==> src/rtl/windowed_rms_zcr_similarity_defines.svh <==
// ----------------------------------------------------------------------------
// Assertion macros for the windowed RMS / zero-crossing similarity block
// Shared property forms, clocked on clk_i and idle during reset.
// ----------------------------------------------------------------------------
`ifndef WINDOWED_RMS_ZCR_SIMILARITY_DEFINES_SVH
`define WINDOWED_RMS_ZCR_SIMILARITY_DEFINES_SVH

// same-cycle implication
`define WRZS_ASSERT_IMPL(lbl, ante, cons) \
  lbl: assert property (@(posedge clk_i) disable iff (!rst_ni) (ante) |-> (cons)) \
    else $error("wrzs: same-cycle check failed");

// next-cycle implication
`define WRZS_ASSERT_NEXT(lbl, ante, cons) \
  lbl: assert property (@(posedge clk_i) disable iff (!rst_ni) (ante) |=> (cons)) \
    else $error("wrzs: next-cycle check failed");

`endif

==> src/rtl/wrzs_pkg.sv <==
// ----------------------------------------------------------------------------
// wrzs_pkg
// Types and constants shared by the similarity block.
// ----------------------------------------------------------------------------
`default_nettype none
package wrzs_pkg;
  localparam int unsigned SampleW  = 16;
  localparam int unsigned LenW     = 14;
  localparam int unsigned MinWin   = 64;
  localparam int unsigned MaxWin   = 8192;
  localparam int unsigned ResetWin = 2205;
  localparam int unsigned EnW      = 43;
  localparam int unsigned CrW      = 13;
  localparam int unsigned PosW     = 14;
  localparam int unsigned TotW     = 33;
  localparam int unsigned WinW     = 16;
  localparam int unsigned ScW      = 17;
  localparam int unsigned PctW     = 15;
  localparam int unsigned RmsW     = 23;
  localparam int unsigned ZcW      = 30;
  localparam int unsigned DivW     = 46;
  localparam int unsigned DvsW     = 24;
  localparam int unsigned QDepth   = 2;

  typedef struct packed {
    logic            done;
    logic            eos;
    logic [EnW-1:0]  ref_e;
    logic [EnW-1:0]  gen_e;
    logic [CrW-1:0]  ref_c;
    logic [CrW-1:0]  gen_c;
    logic [LenW-1:0] n;
  } job_t;
endpackage
`default_nettype wire

==> src/rtl/wrzs_fifo.sv <==
// ----------------------------------------------------------------------------
// wrzs_fifo
// Short job queue between the sample front end and the window back end.
// ----------------------------------------------------------------------------
`default_nettype none
module wrzs_fifo import wrzs_pkg::*; #(
  parameter int unsigned Depth = QDepth
) (
  input  wire  clk_i,
  input  wire  rst_ni,
  input  wire  push_i,
  input  job_t data_i,
  output logic full_o,
  input  wire  pop_i,
  output job_t data_o,
  output logic empty_o
);
  localparam int unsigned PtrW = (Depth > 1) ? $clog2(Depth) : 1;
  localparam int unsigned CntW = $clog2(Depth + 1);

  job_t            mem_q [Depth];
  logic [PtrW-1:0] wp_q, wp_d, rp_q, rp_d;
  logic [CntW-1:0] cnt_q, cnt_d;

  assign full_o  = (cnt_q == CntW'(Depth));
  assign empty_o = (cnt_q == '0);
  assign data_o  = mem_q[rp_q];

  always_comb begin
    wp_d  = wp_q;
    rp_d  = rp_q;
    cnt_d = cnt_q;
    if (push_i) begin
      wp_d = (wp_q == PtrW'(Depth - 1)) ? '0 : wp_q + 1'b1;
    end
    if (pop_i) begin
      rp_d = (rp_q == PtrW'(Depth - 1)) ? '0 : rp_q + 1'b1;
    end
    if (push_i && !pop_i) begin
      cnt_d = cnt_q + 1'b1;
    end else if (pop_i && !push_i) begin
      cnt_d = cnt_q - 1'b1;
    end
  end

  always_ff @(posedge clk_i or negedge rst_ni) begin
    if (!rst_ni) begin
      wp_q  <= '0;
      rp_q  <= '0;
      cnt_q <= '0;
    end else begin
      wp_q  <= wp_d;
      rp_q  <= rp_d;
      cnt_q <= cnt_d;
    end
  end

  always_ff @(posedge clk_i) begin
    if (push_i) begin
      mem_q[wp_q] <= data_i;
    end
  end
endmodule
`default_nettype wire

==> src/rtl/wrzs_front.sv <==
// ----------------------------------------------------------------------------
// wrzs_front
// Per-sample energy and sign-change accumulation; emits one job per window
// end or end of stream.
// ----------------------------------------------------------------------------
`default_nettype none
module wrzs_front import wrzs_pkg::*; (
  input  wire                      clk_i,
  input  wire                      rst_ni,
  input  wire                      acc_i,
  input  wire signed [SampleW-1:0] ref_i,
  input  wire signed [SampleW-1:0] gen_i,
  input  wire                      eos_i,
  input  wire        [LenW-1:0]    len_i,
  output logic                     push_o,
  output job_t                     job_o
);
  logic [EnW-1:0]            ref_e_q, ref_e_d, gen_e_q, gen_e_d;
  logic [CrW-1:0]            ref_c_q, ref_c_d, gen_c_q, gen_c_d;
  logic signed [SampleW-1:0] ref_p_q, ref_p_d, gen_p_q, gen_p_d;
  logic [PosW-1:0]           pos_q, pos_d, pos_nx;
  logic [LenW-1:0]           n_eff;
  logic [EnW-1:0]            ref_e_nx, gen_e_nx;
  logic [CrW-1:0]            ref_c_nx, gen_c_nx;
  logic                      win_end;

  function automatic logic [EnW-1:0] eadd(logic [EnW-1:0] e, logic signed [SampleW-1:0] s);
    logic signed [2*SampleW-1:0] sq;
    logic [EnW:0]                sum;
    sq  = s * s;
    sum = {1'b0, e} + (EnW + 1)'(unsigned'(sq));
    return sum[EnW] ? {EnW{1'b1}} : sum[EnW-1:0];
  endfunction

  function automatic logic flip(logic signed [SampleW-1:0] a, logic signed [SampleW-1:0] b);
    return ((a < 0) && (b > 0)) || ((a > 0) && (b < 0));
  endfunction

  always_comb begin
    if (len_i < LenW'(MinWin)) begin
      n_eff = LenW'(MinWin);
    end else if (len_i > LenW'(MaxWin)) begin
      n_eff = LenW'(MaxWin);
    end else begin
      n_eff = len_i;
    end
    ref_e_nx = eadd(ref_e_q, ref_i);
    gen_e_nx = eadd(gen_e_q, gen_i);
    ref_c_nx = ref_c_q + CrW'((pos_q != '0) && flip(ref_i, ref_p_q));
    gen_c_nx = gen_c_q + CrW'((pos_q != '0) && flip(gen_i, gen_p_q));
    pos_nx   = pos_q + 1'b1;
    win_end  = (pos_nx >= PosW'(n_eff));

    push_o      = acc_i && (win_end || eos_i);
    job_o.done  = win_end;
    job_o.eos   = eos_i;
    job_o.ref_e = ref_e_nx;
    job_o.gen_e = gen_e_nx;
    job_o.ref_c = ref_c_nx;
    job_o.gen_c = gen_c_nx;
    job_o.n     = n_eff;

    ref_e_d = ref_e_q;
    gen_e_d = gen_e_q;
    ref_c_d = ref_c_q;
    gen_c_d = gen_c_q;
    ref_p_d = ref_p_q;
    gen_p_d = gen_p_q;
    pos_d   = pos_q;
    if (acc_i) begin
      ref_p_d = ref_i;
      gen_p_d = gen_i;
      if (win_end || eos_i) begin
        ref_e_d = '0;
        gen_e_d = '0;
        ref_c_d = '0;
        gen_c_d = '0;
        pos_d   = '0;
      end else begin
        ref_e_d = ref_e_nx;
        gen_e_d = gen_e_nx;
        ref_c_d = ref_c_nx;
        gen_c_d = gen_c_nx;
        pos_d   = pos_nx;
      end
      if (eos_i) begin
        ref_p_d = '0;
        gen_p_d = '0;
      end
    end
  end

  always_ff @(posedge clk_i or negedge rst_ni) begin
    if (!rst_ni) begin
      ref_e_q <= '0;
      gen_e_q <= '0;
      ref_c_q <= '0;
      gen_c_q <= '0;
      ref_p_q <= '0;
      gen_p_q <= '0;
      pos_q   <= '0;
    end else begin
      ref_e_q <= ref_e_d;
      gen_e_q <= gen_e_d;
      ref_c_q <= ref_c_d;
      gen_c_q <= gen_c_d;
      ref_p_q <= ref_p_d;
      gen_p_q <= gen_p_d;
      pos_q   <= pos_d;
    end
  end
endmodule
`default_nettype wire

==> src/rtl/wrzs_div.sv <==
// ----------------------------------------------------------------------------
// wrzs_div
// Restoring divider, one quotient bit per cycle.
// ----------------------------------------------------------------------------
`default_nettype none
module wrzs_div import wrzs_pkg::*; (
  input  wire             clk_i,
  input  wire             rst_ni,
  input  wire             start_i,
  input  wire  [DivW-1:0] dividend_i,
  input  wire  [DvsW-1:0] divisor_i,
  output logic            done_o,
  output logic [DivW-1:0] quot_o
);
  localparam int unsigned CntW = $clog2(DivW + 1);

  logic [CntW-1:0] cnt_q, cnt_d;
  logic [DivW-1:0] quo_q, quo_d;
  logic [DvsW-1:0] rem_q, rem_d, dvs_q, dvs_d;
  logic            run_q, run_d, done_q, done_d;
  logic [DvsW:0]   rem_sh;
  logic            qbit;

  assign done_o = done_q;
  assign quot_o = quo_q;

  always_comb begin
    rem_sh = {rem_q, quo_q[DivW-1]};
    qbit   = (rem_sh >= {1'b0, dvs_q});
    cnt_d  = cnt_q;
    quo_d  = quo_q;
    rem_d  = rem_q;
    dvs_d  = dvs_q;
    run_d  = run_q;
    done_d = 1'b0;
    if (start_i) begin
      quo_d = dividend_i;
      rem_d = '0;
      dvs_d = divisor_i;
      cnt_d = CntW'(DivW);
      run_d = 1'b1;
    end else if (run_q) begin
      rem_d = qbit ? DvsW'(rem_sh - {1'b0, dvs_q}) : DvsW'(rem_sh);
      quo_d = {quo_q[DivW-2:0], qbit};
      cnt_d = cnt_q - 1'b1;
      if (cnt_q == CntW'(1)) begin
        run_d  = 1'b0;
        done_d = 1'b1;
      end
    end
  end

  always_ff @(posedge clk_i or negedge rst_ni) begin
    if (!rst_ni) begin
      cnt_q  <= '0;
      run_q  <= 1'b0;
      done_q <= 1'b0;
    end else begin
      cnt_q  <= cnt_d;
      run_q  <= run_d;
      done_q <= done_d;
    end
  end

  always_ff @(posedge clk_i) begin
    quo_q <= quo_d;
    rem_q <= rem_d;
    dvs_q <= dvs_d;
  end
endmodule
`default_nettype wire

==> src/rtl/wrzs_back.sv <==
// ----------------------------------------------------------------------------
// wrzs_back
// Window scoring sequencer: RMS roots, crossing rates, score, running mean.
// ----------------------------------------------------------------------------
`default_nettype none
module wrzs_back import wrzs_pkg::*; (
  input  wire              clk_i,
  input  wire              rst_ni,
  input  wire              empty_i,
  input  job_t             job_i,
  output logic             pop_o,
  output logic             out_valid_o,
  input  wire              out_ready_i,
  output logic             out_done_o,
  output logic [ScW-1:0]   out_score_o,
  output logic             out_final_o,
  output logic [PctW-1:0]  out_pct_o,
  output logic [WinW-1:0]  out_count_o
);
  localparam logic [2:0] S_IDLE  = 3'd0;
  localparam logic [2:0] S_DIV   = 3'd1;
  localparam logic [2:0] S_SQRT  = 3'd2;
  localparam logic [2:0] S_SCORE = 3'd3;
  localparam logic [2:0] S_PCT   = 3'd4;
  localparam logic [2:0] S_OUT   = 3'd5;

  localparam logic [2:0] P_RREF = 3'd0;
  localparam logic [2:0] P_RGEN = 3'd1;
  localparam logic [2:0] P_ZREF = 3'd2;
  localparam logic [2:0] P_ZGEN = 3'd3;
  localparam logic [2:0] P_PCT  = 3'd5;

  localparam int unsigned SumW    = ScW + 2;
  localparam int unsigned RecipSh = 22;
  localparam logic [19:0] Recip5  = 20'd838861;

  logic [2:0]      st_q, st_d, ph_q, ph_d;
  job_t            job_q, job_d;
  logic [RmsW-1:0] rr_q, rr_d, gr_q, gr_d;
  logic [ZcW-1:0]  rz_q, rz_d, gz_q, gz_d;
  logic [ScW-1:0]  sc_q, sc_d;
  logic [PctW-1:0] pct_q, pct_d;
  logic [TotW-1:0] tot_q, tot_d;
  logic [WinW-1:0] win_q, win_d;
  logic [DivW-1:0] sx_q, sx_d, sr_q, sr_d, sb_q, sb_d, srb;
  logic            ov_q, ov_d, od_q, od_d, of_q, of_d;
  logic [ScW-1:0]  os_q, os_d;
  logic [PctW-1:0] op_q, op_d;
  logic [WinW-1:0] oc_q, oc_d;

  logic            dstart;
  logic [DivW-1:0] dnum, dquo;
  logic [DvsW-1:0] dden;
  logic            ddone;

  logic [RmsW:0]    ad;
  logic [RmsW+1:0]  a2;
  logic [ZcW:0]     azd;
  logic [ZcW+3:0]   a5;
  logic [ScW-1:0]   amp, tim;
  logic [SumW-1:0]  ssum;
  logic [SumW+19:0] sprod;
  logic [ScW-1:0]   sdiv;
  logic [TotW:0]    tsum;

  wrzs_div u_div (
    .clk_i      (clk_i),
    .rst_ni     (rst_ni),
    .start_i    (dstart),
    .dividend_i (dnum),
    .divisor_i  (dden),
    .done_o     (ddone),
    .quot_o     (dquo)
  );

  assign out_valid_o = ov_q;
  assign out_done_o  = od_q;
  assign out_score_o = os_q;
  assign out_final_o = of_q;
  assign out_pct_o   = op_q;
  assign out_count_o = oc_q;

  always_comb begin
    ad    = (rr_q >= gr_q) ? (RmsW + 1)'(rr_q - gr_q) : (RmsW + 1)'(gr_q - rr_q);
    a2    = {ad, 1'b0};
    amp   = (a2 >= (RmsW + 2)'(65536)) ? '0 : ScW'((RmsW + 2)'(65536) - a2);
    azd   = (rz_q >= gz_q) ? (ZcW + 1)'(rz_q - gz_q) : (ZcW + 1)'(gz_q - rz_q);
    a5    = (ZcW + 4)'(azd) * (ZcW + 4)'(5);
    tim   = (a5 >= (ZcW + 4)'(65536)) ? '0 : ScW'((ZcW + 4)'(65536) - a5);
    ssum  = SumW'(amp) * SumW'(3) + SumW'(tim) * SumW'(2);
    sprod = (SumW + 20)'(ssum) * (SumW + 20)'(Recip5);
    sdiv  = ScW'(sprod >> RecipSh);
    tsum  = {1'b0, tot_q} + (TotW + 1)'(sdiv);
    srb   = sr_q + sb_q;
  end

  always_comb begin
    st_d   = st_q;
    ph_d   = ph_q;
    job_d  = job_q;
    rr_d   = rr_q;
    gr_d   = gr_q;
    rz_d   = rz_q;
    gz_d   = gz_q;
    sc_d   = sc_q;
    pct_d  = pct_q;
    tot_d  = tot_q;
    win_d  = win_q;
    sx_d   = sx_q;
    sr_d   = sr_q;
    sb_d   = sb_q;
    ov_d   = ov_q && !out_ready_i;
    od_d   = od_q;
    os_d   = os_q;
    of_d   = of_q;
    op_d   = op_q;
    oc_d   = oc_q;
    pop_o  = 1'b0;
    dstart = 1'b0;
    dnum   = '0;
    dden   = '0;
    unique case (st_q)
      S_IDLE: begin
        if (!empty_i) begin
          pop_o = 1'b1;
          job_d = job_i;
          sc_d  = '0;
          if (job_i.done) begin
            dstart = 1'b1;
            dnum   = DivW'({job_i.ref_e, 2'b00});
            dden   = DvsW'(job_i.n);
            ph_d   = P_RREF;
            st_d   = S_DIV;
          end else begin
            st_d = S_PCT;
          end
        end
      end
      S_DIV: begin
        if (ddone) begin
          case (ph_q)
            P_RREF, P_RGEN: begin
              sx_d = dquo;
              sr_d = '0;
              sb_d = DivW'(1) << (DivW - 2);
              st_d = S_SQRT;
            end
            P_ZREF: begin
              rz_d   = ZcW'(dquo);
              dstart = 1'b1;
              dnum   = DivW'({job_q.gen_c, 16'h0000});
              dden   = DvsW'(job_q.n);
              ph_d   = P_ZGEN;
            end
            P_ZGEN: begin
              gz_d = ZcW'(dquo);
              st_d = S_SCORE;
            end
            default: begin
              pct_d = (dquo > DivW'({PctW{1'b1}})) ? {PctW{1'b1}} : PctW'(dquo);
              st_d  = S_OUT;
            end
          endcase
        end
      end
      S_SQRT: begin
        if (sb_q == '0) begin
          dstart = 1'b1;
          dden   = DvsW'(job_q.n);
          if (ph_q == P_RREF) begin
            rr_d = RmsW'(sr_q);
            dnum = DivW'({job_q.gen_e, 2'b00});
            ph_d = P_RGEN;
          end else begin
            gr_d = RmsW'(sr_q);
            dnum = DivW'({job_q.ref_c, 16'h0000});
            ph_d = P_ZREF;
          end
          st_d = S_DIV;
        end else begin
          if (sx_q >= srb) begin
            sx_d = sx_q - srb;
            sr_d = (sr_q >> 1) + sb_q;
          end else begin
            sr_d = sr_q >> 1;
          end
          sb_d = sb_q >> 2;
        end
      end
      S_SCORE: begin
        sc_d = sdiv;
        st_d = S_PCT;
        if (win_q != {WinW{1'b1}}) begin
          win_d = win_q + 1'b1;
          tot_d = (tsum > (TotW + 1)'({TotW{1'b1}})) ? {TotW{1'b1}} : tsum[TotW-1:0];
        end
      end
      S_PCT: begin
        pct_d = '0;
        if (job_q.eos && (win_q != '0)) begin
          dstart = 1'b1;
          dnum   = (DivW'(tot_q) << 6) + (DivW'(tot_q) << 5) + (DivW'(tot_q) << 2);
          dden   = DvsW'({win_q, 8'h00});
          ph_d   = P_PCT;
          st_d   = S_DIV;
        end else begin
          st_d = S_OUT;
        end
      end
      S_OUT: begin
        if (!ov_q || out_ready_i) begin
          ov_d = 1'b1;
          od_d = job_q.done;
          os_d = job_q.done ? sc_q : '0;
          of_d = job_q.eos;
          op_d = job_q.eos ? pct_q : '0;
          oc_d = win_q;
          if (job_q.eos) begin
            tot_d = '0;
            win_d = '0;
          end
          st_d = S_IDLE;
        end
      end
      default: st_d = S_IDLE;
    endcase
  end

  always_ff @(posedge clk_i or negedge rst_ni) begin
    if (!rst_ni) begin
      st_q  <= S_IDLE;
      ph_q  <= P_RREF;
      tot_q <= '0;
      win_q <= '0;
      ov_q  <= 1'b0;
    end else begin
      st_q  <= st_d;
      ph_q  <= ph_d;
      tot_q <= tot_d;
      win_q <= win_d;
      ov_q  <= ov_d;
    end
  end

  always_ff @(posedge clk_i) begin
    job_q <= job_d;
    rr_q  <= rr_d;
    gr_q  <= gr_d;
    rz_q  <= rz_d;
    gz_q  <= gz_d;
    sc_q  <= sc_d;
    pct_q <= pct_d;
    sx_q  <= sx_d;
    sr_q  <= sr_d;
    sb_q  <= sb_d;
    od_q  <= od_d;
    os_q  <= os_d;
    of_q  <= of_d;
    op_q  <= op_d;
    oc_q  <= oc_d;
  end
endmodule
`default_nettype wire

==> src/rtl/windowed_rms_zcr_similarity.sv <==
// Window flow: a pair is taken whenever s_axis_tready is high; a window result
//   follows the closing pair (four 46-step divisions and two 23-step roots).
// End of stream adds one division for the mean, or goes straight out with no window.
// Throughput: one pair per cycle while the two-entry job queue has room;
//   the back end finishes one window job before it takes the next, a stalled output holds it.
// Reset: asynchronous, active low; sums, counts and queue clear, window_length 2205.
// ----------------------------------------------------------------------------
// windowed_rms_zcr_similarity
// RMS and zero-crossing-rate similarity of two sample streams per window.
// ----------------------------------------------------------------------------
`default_nettype none
`include "windowed_rms_zcr_similarity_defines.svh"
module windowed_rms_zcr_similarity import wrzs_pkg::*; (
  input  wire         clk_i,
  input  wire         rst_ni,
  input  wire         cfg_valid_i,
  output logic        cfg_ready_o,
  input  wire  [13:0] cfg_data_i,     // window_length
  input  wire         s_axis_tvalid,
  output logic        s_axis_tready,
  input  wire  [31:0] s_axis_tdata,   // ref_sample[15:0], gen_sample[31:16]
  input  wire         s_axis_tlast,   // end_of_stream
  output logic        m_axis_tvalid,
  input  wire         m_axis_tready,
  output logic [47:0] m_axis_tdata,   // window_score[16:0], match_percent[31:17],
                                      // window_count[47:32]
  output logic        m_axis_tlast,   // is_final
  output logic        m_axis_tuser    // window_done
);
  logic [LenW-1:0] len_q;
  logic            acc, push, full, pop, empty;
  job_t            job_in, job_out;
  logic [ScW-1:0]  score;
  logic [PctW-1:0] pct;
  logic [WinW-1:0] cnt;

  assign cfg_ready_o   = 1'b1;
  assign s_axis_tready = !full;
  assign acc           = s_axis_tvalid && !full;

  always_ff @(posedge clk_i or negedge rst_ni) begin
    if (!rst_ni) begin
      len_q <= LenW'(ResetWin);
    end else if (cfg_valid_i) begin
      len_q <= cfg_data_i;
    end
  end

  wrzs_front u_front (
    .clk_i  (clk_i),
    .rst_ni (rst_ni),
    .acc_i  (acc),
    .ref_i  (s_axis_tdata[15:0]),
    .gen_i  (s_axis_tdata[31:16]),
    .eos_i  (s_axis_tlast),
    .len_i  (len_q),
    .push_o (push),
    .job_o  (job_in)
  );

  wrzs_fifo u_fifo (
    .clk_i   (clk_i),
    .rst_ni  (rst_ni),
    .push_i  (push),
    .data_i  (job_in),
    .full_o  (full),
    .pop_i   (pop),
    .data_o  (job_out),
    .empty_o (empty)
  );

  wrzs_back u_back (
    .clk_i       (clk_i),
    .rst_ni      (rst_ni),
    .empty_i     (empty),
    .job_i       (job_out),
    .pop_o       (pop),
    .out_valid_o (m_axis_tvalid),
    .out_ready_i (m_axis_tready),
    .out_done_o  (m_axis_tuser),
    .out_score_o (score),
    .out_final_o (m_axis_tlast),
    .out_pct_o   (pct),
    .out_count_o (cnt)
  );

  assign m_axis_tdata = {cnt, pct, score};

  `WRZS_ASSERT_IMPL(a_has_flag, m_axis_tvalid, m_axis_tuser || m_axis_tlast)
  `WRZS_ASSERT_IMPL(a_score_zero, m_axis_tvalid && !m_axis_tuser, m_axis_tdata[16:0] == 17'd0)
  `WRZS_ASSERT_IMPL(a_pct_zero, m_axis_tvalid && !m_axis_tlast, m_axis_tdata[31:17] == 15'd0)
  `WRZS_ASSERT_NEXT(a_full_stall, full, !s_axis_tready || !full)
endmodule
`default_nettype wire
==> config.mk <==
export PLATFORM = sky130hd
export DESIGN_NAME = windowed_rms_zcr_similarity
export DESIGN_NICKNAME = d
export VERILOG_FILES = /design/src/rtl/wrzs_pkg.sv /design/src/rtl/wrzs_fifo.sv /design/src/rtl/wrzs_front.sv /design/src/rtl/wrzs_div.sv /design/src/rtl/wrzs_back.sv /design/src/rtl/windowed_rms_zcr_similarity.sv
export VERILOG_INCLUDE_DIRS = /design/src /design/src/rtl
export SDC_FILE = /design/constraint.sdc
export NUM_CORES = 2
export LEC_CHECK = 0
export ABC_AREA = 1
export BUFFER_PORTS_ARGS = -buffer_cell sky130_fd_sc_hd__buf_2
export CAP_MARGIN = 10
export CORE_ASPECT_RATIO = 1.2
export CORE_MARGIN = 3
export CORE_UTILIZATION = 40
export DETAILED_ROUTE_END_ITERATION = 10
export PLACE_DENSITY_LB_ADDON = 0.15
export SLEW_MARGIN = 20
export SYNTH_ARGS = -nofsm -noshare
export SYNTH_HDL_FRONTEND = slang
export SYNTH_HIERARCHICAL = 1
export SYNTH_SLANG_ARGS = --single-unit
export TNS_END_PERCENT = 30
==> constraint.sdc <==
create_clock -name clk_i -period 15.85 [get_ports clk_i]
set_input_delay 0.7925 -clock clk_i [delete_from_list [all_inputs] [get_ports clk_i]]
set_output_delay 0.7925 -clock clk_i [all_outputs]
set_load 0.05 [all_outputs]
==> results.toml <==
[grt]
grt_max_degree = 129
grt_pass1_wl_mm = 466
grt_antenna_before_repair = 5
grt_pass1_vias = 80500
grtUsageTotal = 0.245
grt-ovfl-total = 0

[logic_synthesis]
synth_cell_types = 70
yosysSeqAreaShare = 0.296
synth_ff_type = "edfxtp_1"
yosysWarnings = 6
syn_inst = 12000
syn_avg_cell_area_um2 = 7.85
synth_seq_cells = 978
synth_area_um2 = 94400
async_flop_share = 0.245
synth_edf_count = 714

[route]
antenna_left = 0
firstDrtPassIters = 7
drcViolationCount = 0
initialDrtViolationCount = 4940
routed_wl_mm = 301
vias = 77900
wl_per_cell_um = 19.7
via_per_inst = 5.09

[clocking]
path_clk_slew_ps = 70
clock_sinks = 978
h-tree-depth = 3
cts_buffers = 107
root_buffer = "clkbuf_16"
cts_tree = "done"
cts_buffer_depth = 3
clk_latency_ps = 790

[setup_path]
rr_startpoint = "u_back/rz_q[1]"
criticalPathCategory = "reg2reg"
slowest_stage = "fa_1"
r2r_end = "u_back/tot_q[29]"
cp.required_ps = 16450
endpoint_kind = "flop"
critPathMaxStageDelay_ps = 590
reg2reg_depth = 76
cp_max_fo = 31
r2r_slack_ps = 1170
crit_arrival_ps = 15280
cp-start-kind = "flop"
path_common_cell = "nand2_1"

[final_layout]
num-nets-final = 13500
layout-drive-gt1-share = 0.0638
layout_common_cells = "nand2_1, inv_1, nor2_1"
syn_to_final_growth_pct = 8.36
final_common_cell = "nand2_1"
final_area_um2 = 102000

[timing]
setup_viol = 0
period_needed_ps = 14680
fmax_mhz = 68.1
setup_tns_ps = 0
rsz0062_at_grt = "no"
finalHoldViolCount = 0
period_share = 0.926
maxSlewViolCount = 0
relSlewSlack = 0.265
tightest_slew_ps = 1100
skew_ps = 96.3

[job]
drv_cap = 0

[floorplan]
io_pins = 105
core_area_um2 = 234000
die_x_um = 450
die_h_um = 538
num_rows = 194
start_util = 0.404
dieArea_um2 = 242000

[placed_design]
place_hpwl_mm = 248
placedInstanceArea_um2 = 98400
port_buffers = 103
place_congestion = 0.988

[status]
status = "finished, final reports clean"

[hold_path]
min_path_type = "in2async"
## logic make-up after synthesis
kind of cell	after synthesis	share of synthesized area
xor+xnor	371	0.0344
mux	129	0.0154
fa+ha+maj	1395	0.234
other cells	2	0.0000795
buf+inv	2721	0.111
compound gates	1464	0.0877
simple gates	4979	0.221
flops	978	0.296
## stage by stage
| step | instances | util | worst slack, ps | hold slack [ps] |
|---|---|---|---|---|
| finish | 15300 | 0.438 | 1170 | 26.8 |
| CTS | 15300 | 0.437 | 440 | 7.82 |
| global route | 15300 | 0.438 | 36.7 | 42.2 |
| floorplan | 12000 | - | 3170 | 424 |
| global placement | 15100 | 0.421 | 456 | 462 |
| detailed placement | 15100 | 0.421 | 561 | 466 |
## synth_stat cells (12+ instances only)
cell         n  area share
a31oi_1     43      0.0028
nand2_1   3110        0.12
nand4_1    158       0.010
nor2_2      43      0.0028
a21boi_0    16      0.0013
a21o_1      51      0.0041
and2_1      12     0.00079
xnor2_1    115       0.011
or2_2       29      0.0019
nor3_1     117      0.0062
dfxtp_1     24      0.0051
ha_1       774        0.10
xor2_1     256       0.024
edfxtp_1   714        0.23
o21ai_0    474       0.025
nor2_1     823       0.033
clkbuf_1   148      0.0059
o21a_1      21      0.0017
o21ai_1     37      0.0020
a21oi_1    567       0.030
o22ai_1     53      0.0035
a22oi_1     32      0.0025
dfrtp_1    234       0.062
buf_6       29      0.0035
nor3_2      12      0.0013
nand3_2     42      0.0045
nand2_2     35      0.0023
nor4_1      55      0.0036
fa_1       621        0.13
o211ai_1    31      0.0025
mux2_2     128       0.015
inv_1     2458       0.098
inv_2       18     0.00072
nand3_1    498       0.026
buf_2       35      0.0019
nand3b_1    21      0.0017
o21bai_1    58      0.0046
## worst max path at each step
stage | cells after the start | slack (ps) | endpoint | from
after floorplan | 74 | 3170 | u_back/tot_q[18] | u_back/gz_q[21]
after global placement | 72 | 460 | u_back/tot_q[30] | u_back/rz_q[11]
after detailed placement | 71 | 560 | u_back/tot_q[31] | u_back/gz_q[21]
after CTS | 71 | 440 | u_back/tot_q[2] | u_back/gz_q[21]
after global routing | 82 | 40 | u_back/tot_q[2] | u_back/rz_q[9]
final | 76 | 1170 | u_back/tot_q[29] | u_back/rz_q[1]
## routing by layer
| layer | routed length [um] | global-route usage | vias to the layer above | share of wire |
|---|---|---|---|---|
| li1 | - | - | 38300 | - |
| met1 | 120000 | 0.281 | 37500 | 0.40 |
| met2 | 159000 | 0.467 | 1628 | 0.53 |
| met3 | 9060 | 0.0193 | 485 | 0.030 |
| met4 | 13600 | 0.0964 | 2 | 0.045 |
| met5 | 20 | 0 | - | 0.000066 |
## cell type report
cell class | instances | area [um2]
fill | 23800 | 131000
multi-input combinational | 8342 | 56300
sequential | 978 | 27900
inverter | 2483 | 9330
tap | 3136 | 3920
clock buffer | 141 | 2920
timing repair buffer | 180 | 1140
clock inverter | 63 | 808
antenna | 1 | 2.50
## sequential cells by signal (all words and copies together) (netlist names), 16 cells and up
| register | flops |
|---|---|
| u_fifo/mem_q | 256 |
| u_back/job_q | 85 |
| u_back/sr_q | 46 |
| u_back/sx_q | 46 |
| u_back/u_div/quot_o | 46 |
| u_front/gen_e_q | 43 |
| u_front/ref_e_q | 43 |
| u_back/tot_q | 33 |
| u_back/gz_q | 30 |
| u_back/rz_q | 30 |
| u_back/u_div/dvs_q | 24 |
| u_back/u_div/rem_q | 24 |
| u_back/gr_q | 23 |
| u_back/rr_q | 23 |
| u_back/sb_q | 23 |
| u_back/out_score_o | 17 |
| u_back/sc_q | 17 |
| u_back/out_count_o | 16 |
| u_back/win_q | 16 |
| u_front/gen_p_q | 16 |
| u_front/ref_p_q | 16 |
## timing repair
item / 4_1_cts / 5_1_grt
setup endpoints to repair: 0 / 33
setup buffers: 0 / 4
hold buffers: 0 / 0
gates resized for setup: 0 / 66
## critical path, delay by kind of cell, from the launching register on
kind,cells,cell delay [ps]
DFF,1,410
AOI/OAI and AO/OA,17,2670
adders and majority gates,14,5670
buffers and inverters,14,1620
and+or+nand+nor,28,3370
xor gates and xnor gates,3,750
Power is not shown: default switching activity piles up to over one toggle a cycle in this logic, so the estimate is an artifact.
